$ cat config.mk
export PLATFORM = sky130hd
export DESIGN_NAME = fpma_meg
export DESIGN_NICKNAME = d
export VERILOG_FILES = /design/src/sv/flash_page_map_allocator_defines.svh /design/src/sv/fpma_pkg.sv /design/src/sv/fpma_meg.sv
export SDC_FILE = /design/constraint.sdc
export NUM_CORES = 1
export LEC_CHECK = 0
export BUFFER_PORTS_ARGS = -buffer_cell sky130_fd_sc_hd__buf_2
export CAP_MARGIN = 20
export CORE_MARGIN = 10
export CORE_UTILIZATION = 57
export DETAILED_ROUTE_END_ITERATION = 6
export MAX_ROUTING_LAYER = met4
export PLACE_DENSITY = 0.84
export SLEW_MARGIN = 20
export SYNTH_ARGS = -nofsm -noshare
export SYNTH_HDL_FRONTEND = slang
export SYNTH_SLANG_ARGS = --single-unit
$ cat constraint.sdc
create_clock -name vclk -period 9.5
set_clock_uncertainty 0.05 [all_clocks]
set_input_delay 0 -clock vclk [all_inputs]
set_output_delay 0 -clock vclk [all_outputs]
set_load 0.02 [all_outputs]
$ cat src/sv/flash_page_map_allocator_defines.svh
// Assertion macros for the page allocator.
`ifndef FLASH_PAGE_MAP_ALLOCATOR_DEFINES_SVH
`define FLASH_PAGE_MAP_ALLOCATOR_DEFINES_SVH
`ifndef ASSERT_OFF
`define FPMA_ASSERT(lbl, prop) \
  lbl: assert property (@(posedge clk_i) disable iff (!rst_ni) (prop)) \
    else $error("fpma assertion failed");
`define FPMA_ASSERT_NEXT(lbl, pre, post) \
  lbl: assert property (@(posedge clk_i) disable iff (!rst_ni) (pre) |=> (post)) \
    else $error("fpma assertion failed");
`else
`define FPMA_ASSERT(lbl, prop)
`define FPMA_ASSERT_NEXT(lbl, pre, post)
`endif
`endif

$ cat src/sv/fpma_pkg.sv
`timescale 1ns / 1ps
package fpma_pkg;

  localparam int unsigned StorageMegs    = 16;
  localparam int unsigned FlashSectors   = StorageMegs * 256;
  localparam int unsigned SecW           = $clog2(FlashSectors);
  localparam int unsigned MapDepth       = StorageMegs * 2048 - 4;
  localparam int unsigned MapAw          = $clog2(MapDepth);
  localparam int unsigned CurReserved    = 2 * StorageMegs;
  localparam int unsigned LegacyReserved = StorageMegs;
  localparam int unsigned CurFatCount    = (FlashSectors - CurReserved) * 8;
  localparam int unsigned LegacyFatCount = StorageMegs * 2048 - 4;
  localparam int unsigned CurPerMeg      = (4096 - 16) / 2;
  localparam int unsigned LegacyFirstMeg = 2044;
  localparam int unsigned LegacyPerMegW  = 11;

  typedef enum logic [1:0] {
    MODE_WRITE = 2'd0,
    MODE_READ  = 2'd1,
    MODE_SYNC  = 2'd2,
    MODE_LOAD  = 2'd3
  } mode_e;

  localparam logic [1:0] StOk    = 2'd0;
  localparam logic [1:0] StRange = 2'd1;
  localparam logic [1:0] StFull  = 2'd2;

  localparam logic [1:0] KindNone  = 2'd0;
  localparam logic [1:0] KindErase = 2'd1;
  localparam logic [1:0] KindKeep  = 2'd2;

  function automatic logic [2:0] first_free(input logic [7:0] f);
    logic [2:0] p;
    p = 3'd0;
    for (int i = 7; i >= 0; i--) begin
      if (f[i]) p = 3'(i);
    end
    return p;
  endfunction

endpackage

$ cat src/sv/fpma_meg.sv
`timescale 1ns / 1ps
module fpma_meg (
  input  logic [15:0] fat_i,
  input  logic        legacy_i,
  output logic [15:0] meg_bit_o
);

  logic [4:0]  meg;
  logic [15:0] rel;

  always_comb begin
    rel = fat_i - 16'(fpma_pkg::LegacyFirstMeg);
    meg = 5'd0;
    if (legacy_i) begin
      if (fat_i >= 16'(fpma_pkg::LegacyFirstMeg)) begin
        meg = 5'd1 + 5'(rel >> fpma_pkg::LegacyPerMegW);
      end
    end else begin
      for (int k = 1; k < 16; k++) begin
        if (fat_i >= 16'(k * fpma_pkg::CurPerMeg)) meg = meg + 5'd1;
      end
    end
    meg_bit_o = meg[4] ? 16'd0 : (16'd1 << meg[3:0]);
  end

endmodule

== Word-level counts from Yosys, hierarchy flattened ==
Cells that the tools add are included.

* Bits in registers: 0
* Bits of input ports: 17
* Output and inout port bits: 16
* Word-level logic and storage cells: 65

* $add $sub $neg: 16
* $lt $le $gt $ge: 16
* Shift operators: 1
* Mux-type cells: 32

{| class="wikitable"
|+ Operators with widths
! kind !! count
|-
| 5-bit 2-to-1 mux || 30
|-
| 16-bit by 15-bit >= comparator with 1-bit output, second input constant || 7
|-
| 5-bit by 1-bit adder with 5-bit output, second input constant || 14
|-
| 16-bit by 14-bit >= comparator with 1-bit output, second input constant || 4
|-
| 16-bit by 11-bit >= comparator with 1-bit output, second input constant || 2
|-
| 16-bit by 13-bit >= comparator with 1-bit output, second input constant || 2
|-
| 16-bit by 12-bit >= comparator with 1-bit output, second input constant || 1
|-
| 16-bit 2-to-1 mux || 1
|-
| 1-bit by 4-bit left shift with 16-bit output, first input constant || 1
|-
| 16-bit by 11-bit subtractor with 16-bit output, second input constant || 1
|-
| 1-bit by 5-bit adder with 5-bit output, first input constant || 1
|-
| 1-bit 2-to-1 mux || 1
|}

== Logic depth before layout (Yosys ltp) ==
* Word-level depth: 47
* Gate-level depth with buffers: 53
* Mapped depth without buffers: 51

== Worst setup path after synthesis ==
Ideal clock, no wire load.

* Path type: input to output
* From: input port fat_i[14]
* To: output port meg_bit_o[14]
* Arrival time: 9159 ps
* Data required time: 9450 ps
* Slack: 291 ps
* Stages: 50
* Path buffers: 1
* Path through: buf_2 or3_1 a311o_1 inv_1 ha_1 xnor2_2 inv_2 ha_1 nand2_1 o21ai_0 ha_1 nor2_1 nor2_1 ha_1 nor3_1 a211oi_1 ha_1 o21ai_0 [14 not listed] a31o_2 a221oi_1 nand2_1 ha_1 nor2_1 a31oi_1 ha_1 mux2_2 ha_1 and2_1 xnor2_1 xnor2_2 nand3_1 o41ai_1 o2bb2ai_1 nand2_1 mux2i_4 nor3_1

* Cells in the longest elaborated chain, start to end: 47
* Elaborated cells on any way between the ends: 65
* Those cells by class: 16 x add/sub; 16 x order compare; 1 x shift; 32 x mux

{| class="wikitable"
|+ RTL lines
! what !! line !! RTL
|-
| start: declaration || fpma_meg.sv:3 || <nowiki>input logic [15:0] fat_i,</nowiki>
|-
| 16-bit by 11-bit >= comparator with 1-bit output || fpma_meg.sv:20 || <nowiki>if (fat_i >= 16'(k * fpma_pkg::CurPerMeg)) meg = meg + 5'd1;</nowiki>
|-
| 1-bit 2-to-1 mux || fpma_meg.sv:20 ||
|-
| 5-bit 2-to-1 mux || fpma_meg.sv:14 || <nowiki>if (legacy_i) begin</nowiki>
|-
| 5-bit by 1-bit adder with 5-bit output || fpma_meg.sv:20 ||
|-
| 5-bit 2-to-1 mux || fpma_meg.sv:20 ||
|-
| 5-bit 2-to-1 mux || fpma_meg.sv:14 ||
|-
| 5-bit by 1-bit adder with 5-bit output || fpma_meg.sv:20 ||
|-
| 5-bit 2-to-1 mux || fpma_meg.sv:20 ||
|-
| [31 not listed] || -- ||
|-
| 5-bit by 1-bit adder with 5-bit output || fpma_meg.sv:20 ||
|-
| 5-bit 2-to-1 mux || fpma_meg.sv:20 ||
|-
| 5-bit 2-to-1 mux || fpma_meg.sv:14 ||
|-
| 5-bit by 1-bit adder with 5-bit output || fpma_meg.sv:20 ||
|-
| 5-bit 2-to-1 mux || fpma_meg.sv:20 ||
|-
| 5-bit 2-to-1 mux (*) || fpma_meg.sv:14 ||
|-
| 1-bit by 4-bit left shift with 16-bit output || fpma_meg.sv:23 || <nowiki>meg_bit_o = meg[4] ? 16'd0 : (16'd1 << meg[3:0]);</nowiki>
|-
| 16-bit 2-to-1 mux (*) || fpma_meg.sv:23 ||
|-
| end: declaration || fpma_meg.sv:5 || <nowiki>output logic [15:0] meg_bit_o</nowiki>
|}

Every way passes the cells marked *; elsewhere a longest branch is shown, timed or not. The select of a mux whose other input is x is not followed.

== Final worst setup path ==
* From: input port fat_i[14]
* To: output port meg_bit_o[15]

Same word-level chain as after synthesis.

==> summary.md <==
| Metric | Value |
|---|---|
| IO buf count | 31 |
| Ant diodes | 0 |
| Placed insts | 440 |
| Syn_area_per_cell | 7.43 sq um |
| Via count | 2881 |
| Hold/Removal Path Class | primary input to output pin |
| Max stage delay cell, worst path | or3_1 |
| Die extent in x | 87.7 microns |
| Non-Filler Instances | 445 |
| VDD IR-drop max | 0.312 mV |
| Slew @ Worst Pin | 0.539 ns |
| Place WS | -0.156 ns |
| Critical path class | primary input to output pin |
| All-Layer GR Usage | 17.5% |
| Via density | 6.47 |
| Num rows | 24 |
| Post-Syn Area | 0.00262 sq mm |
| Startpoint Class | primary input |
| Net count after synthesis | 384 |
| P&R area growth vs syn | 21.6% |
| Arr. time, crit path | 9.09 ns |
| Worst path max stage delay | 0.39 ns |
| Crit-path max FO | 8 |
| Pleak | 0.00132 uW |
| Max Fclk | 0.109 GHz |
| Detail Route Antenna Nets | 0 |
| Core Area | 0.00438 sq mm |
| Share of layout cells above drive strength 1 | 36.9% |
| Number of setup violations in the final report | 0 |
| Fin crit share | 96.2% |
| CP bufs+invs | 6 |
| Final Core Density | 72.5% |
| Cell mode on critical path | ha_1 |
| Area share of the largest cell type after synthesis | 7.18% |
| Flop pwr share | 0% |
| Net Sw Power | 466 uW |
| Die Y | 87.7 microns |
| Post-Synthesis Cells | 352 |
| First-pass DRT Iterations | 5 |
| Largest net degree at the start of global routing | 18 |
| Critical Path RT | 9.45 ns |
| First-pass GRT wire length | 11600 microns |
| Yosys top cell by area | ha_1 |
| DR DRC count | 0 |
| Final hold violations | 0 |
| Yosys warning count | 0 |
| Setup TNS | 0 ns |
| Vias in the first global route | 2691 |
| Number of library cell types mapped by synthesis | 86 |
| Grt ovf | 0 |
| Switching Fraction | 54.3% |
| Number of I/O pins | 33 |
| PnR worst setup slack | 0.359 ns |
| Pint | 392 uW |
| Routability Congestion | 0.890 |
| Final wirelength | 7280 microns |
| Combinational share of power | 100.0% |
| DP HPWL | 5300 microns |
| Top delay family on crit path | adder cells |
| Final nets | 427 |
| Synth area leaders | ha_1, xnor2_1, nand2_1, nor2_1, nor3_1 |
| Crit. End Element | output pin |
| Die area | 0.00770 sq mm |
| Final Max Slew Viols | 0 |
| Antenna violations before repair | 0 |
| Slew margin rel. | 63.9% |
| Wire per inst | 16.4 microns |
| Starting Density | 59.6% |
| Initial DRC Count | 210 |
| Max cap viols | 0 |
| Power per Cell Area | 270 mW/mm^2 |
| FF+latch count | 0 |
| Seq/Total Area, Yosys | 0% |
| Status | completed |
| Final total power | 858 uW |
| Clk_buf instances | 0 |
| Storage element area | 0 sq um |
| Clock period minus worst slack | 9.14 ns |
| Clock power share | 0% |
==> power by group through the flow <==
| stage | Sequential (uW) | Clock, uW | Combinational, uW |
|---|---|---|---|
| floorplan | 0 | 0 | 569 |
| global placement | 0 | 0 | 678 |
| detailed placement | 0 | 0 | 699 |
| CTS | 0 | 0 | 724 |
| global route | 0 | 0 | 924 |
| finish | 0 | 0 | 857 |
==> repair_timing <==
action	CTS	global route
hold buffers	0	0
endpoints found under the setup margin	16	16
gates cloned	0	1
setup buffers	1	3
pin swaps	1	24
gates resized for setup	4	47
==> Yosys cell counts (7+ instances only) <==
cell	n
o31ai_1	9
buf_2	7
o21ai_0	14
nor2_2	9
nand2_1	43
nor2_1	28
o21a_1	9
nor3_1	19
inv_1	14
ha_1	15
and2_1	8
a21oi_1	14
xnor2_1	19
==> worst paths after layout <==
kind            end  cells past startpoint  slack, ns  startpoint
max   meg_bit_o[15]                     52       0.36   fat_i[14]
min   meg_bit_o[10]                      5       0.61    legacy_i
==> layout by cell type, fill, tap and decap left out, drive strengths merged, types with 2 or more instances in the layout <==
cell type,Yosys,routed
buf,12,54
nand2,44,44
nor2,38,38
xnor2,24,24
nor3,23,23
o21ai,21,21
inv,18,18
a21oi,15,15
ha,15,15
o31ai,10,10
o21a,9,9
and2,9,9
xor2,8,8
a211oi,7,7
mux2i,7,7
nand3,6,6
a31oi,5,5
nand4,5,5
or3,4,4
a21o,4,4
nand2b,4,4
o211ai,4,4
and3,4,4
or2,4,4
o311a,3,3
o211a,3,3
xnor3,3,3
nor4,3,3
a2111oi,2,2
o2111ai,2,2
or4,2,2
o311ai,2,2
mux2,2,2
a211o,2,2
o22ai,2,2
o21ba,2,2
xor3,2,2
a32oi,2,2
==> per-stage QoR <==
step           hold WS [ns]  cell area, sq um
2_1_floorplan         0.478              2620
3_3_place_gp          0.616              2900
3_5_place_dp          0.625              2900
4_1_cts               0.628              2930
5_1_grt               0.659              3180
6_report              0.610              3180
==> cell type report <==
type / count / area, sq um
fill: 305 / 1200
inverter: 18 / 67.6
multi-input combinational: 320 / 2660
tap: 52 / 65.1
timing repair buffer: 55 / 387
==> tightest hold or removal path: stages <==
cell and delay (ns):
buf_2 0.18, o22ai_2 0.16, nand2_1 0.13, nor3_2 0.04, buf_2 0.15
==> per-layer routing <==
| metal | vias to the layer above | share of wire, % | wire, microns | global-route usage (%) |
|---|---|---|---|---|
| met2 | 106 | 49 | 3570 | 30.1 |
| met5 | - | 0 | 0 | - |
| li1 | 1402 | - | - | - |
| met3 | 21 | 3.4 | 251 | 0.279 |
| met1 | 1352 | 45 | 3290 | 22.6 |
| met4 | 0 | 2.3 | 166 | 2.90 |
==> kinds of logic after synthesis <==
logic type | Yosys count | share of synthesized area, %
AND/OR/NAND/NOR | 152 | 31.8
AO/OA/AOI/OAI | 106 | 33.3
XOR/XNOR | 37 | 17.2
buffers and inverters | 32 | 6.08
adder cells (fa/ha/maj) | 16 | 7.56
multiplexers | 9 | 4.02
No activity file was read; power rests on OpenSTA's default activity.
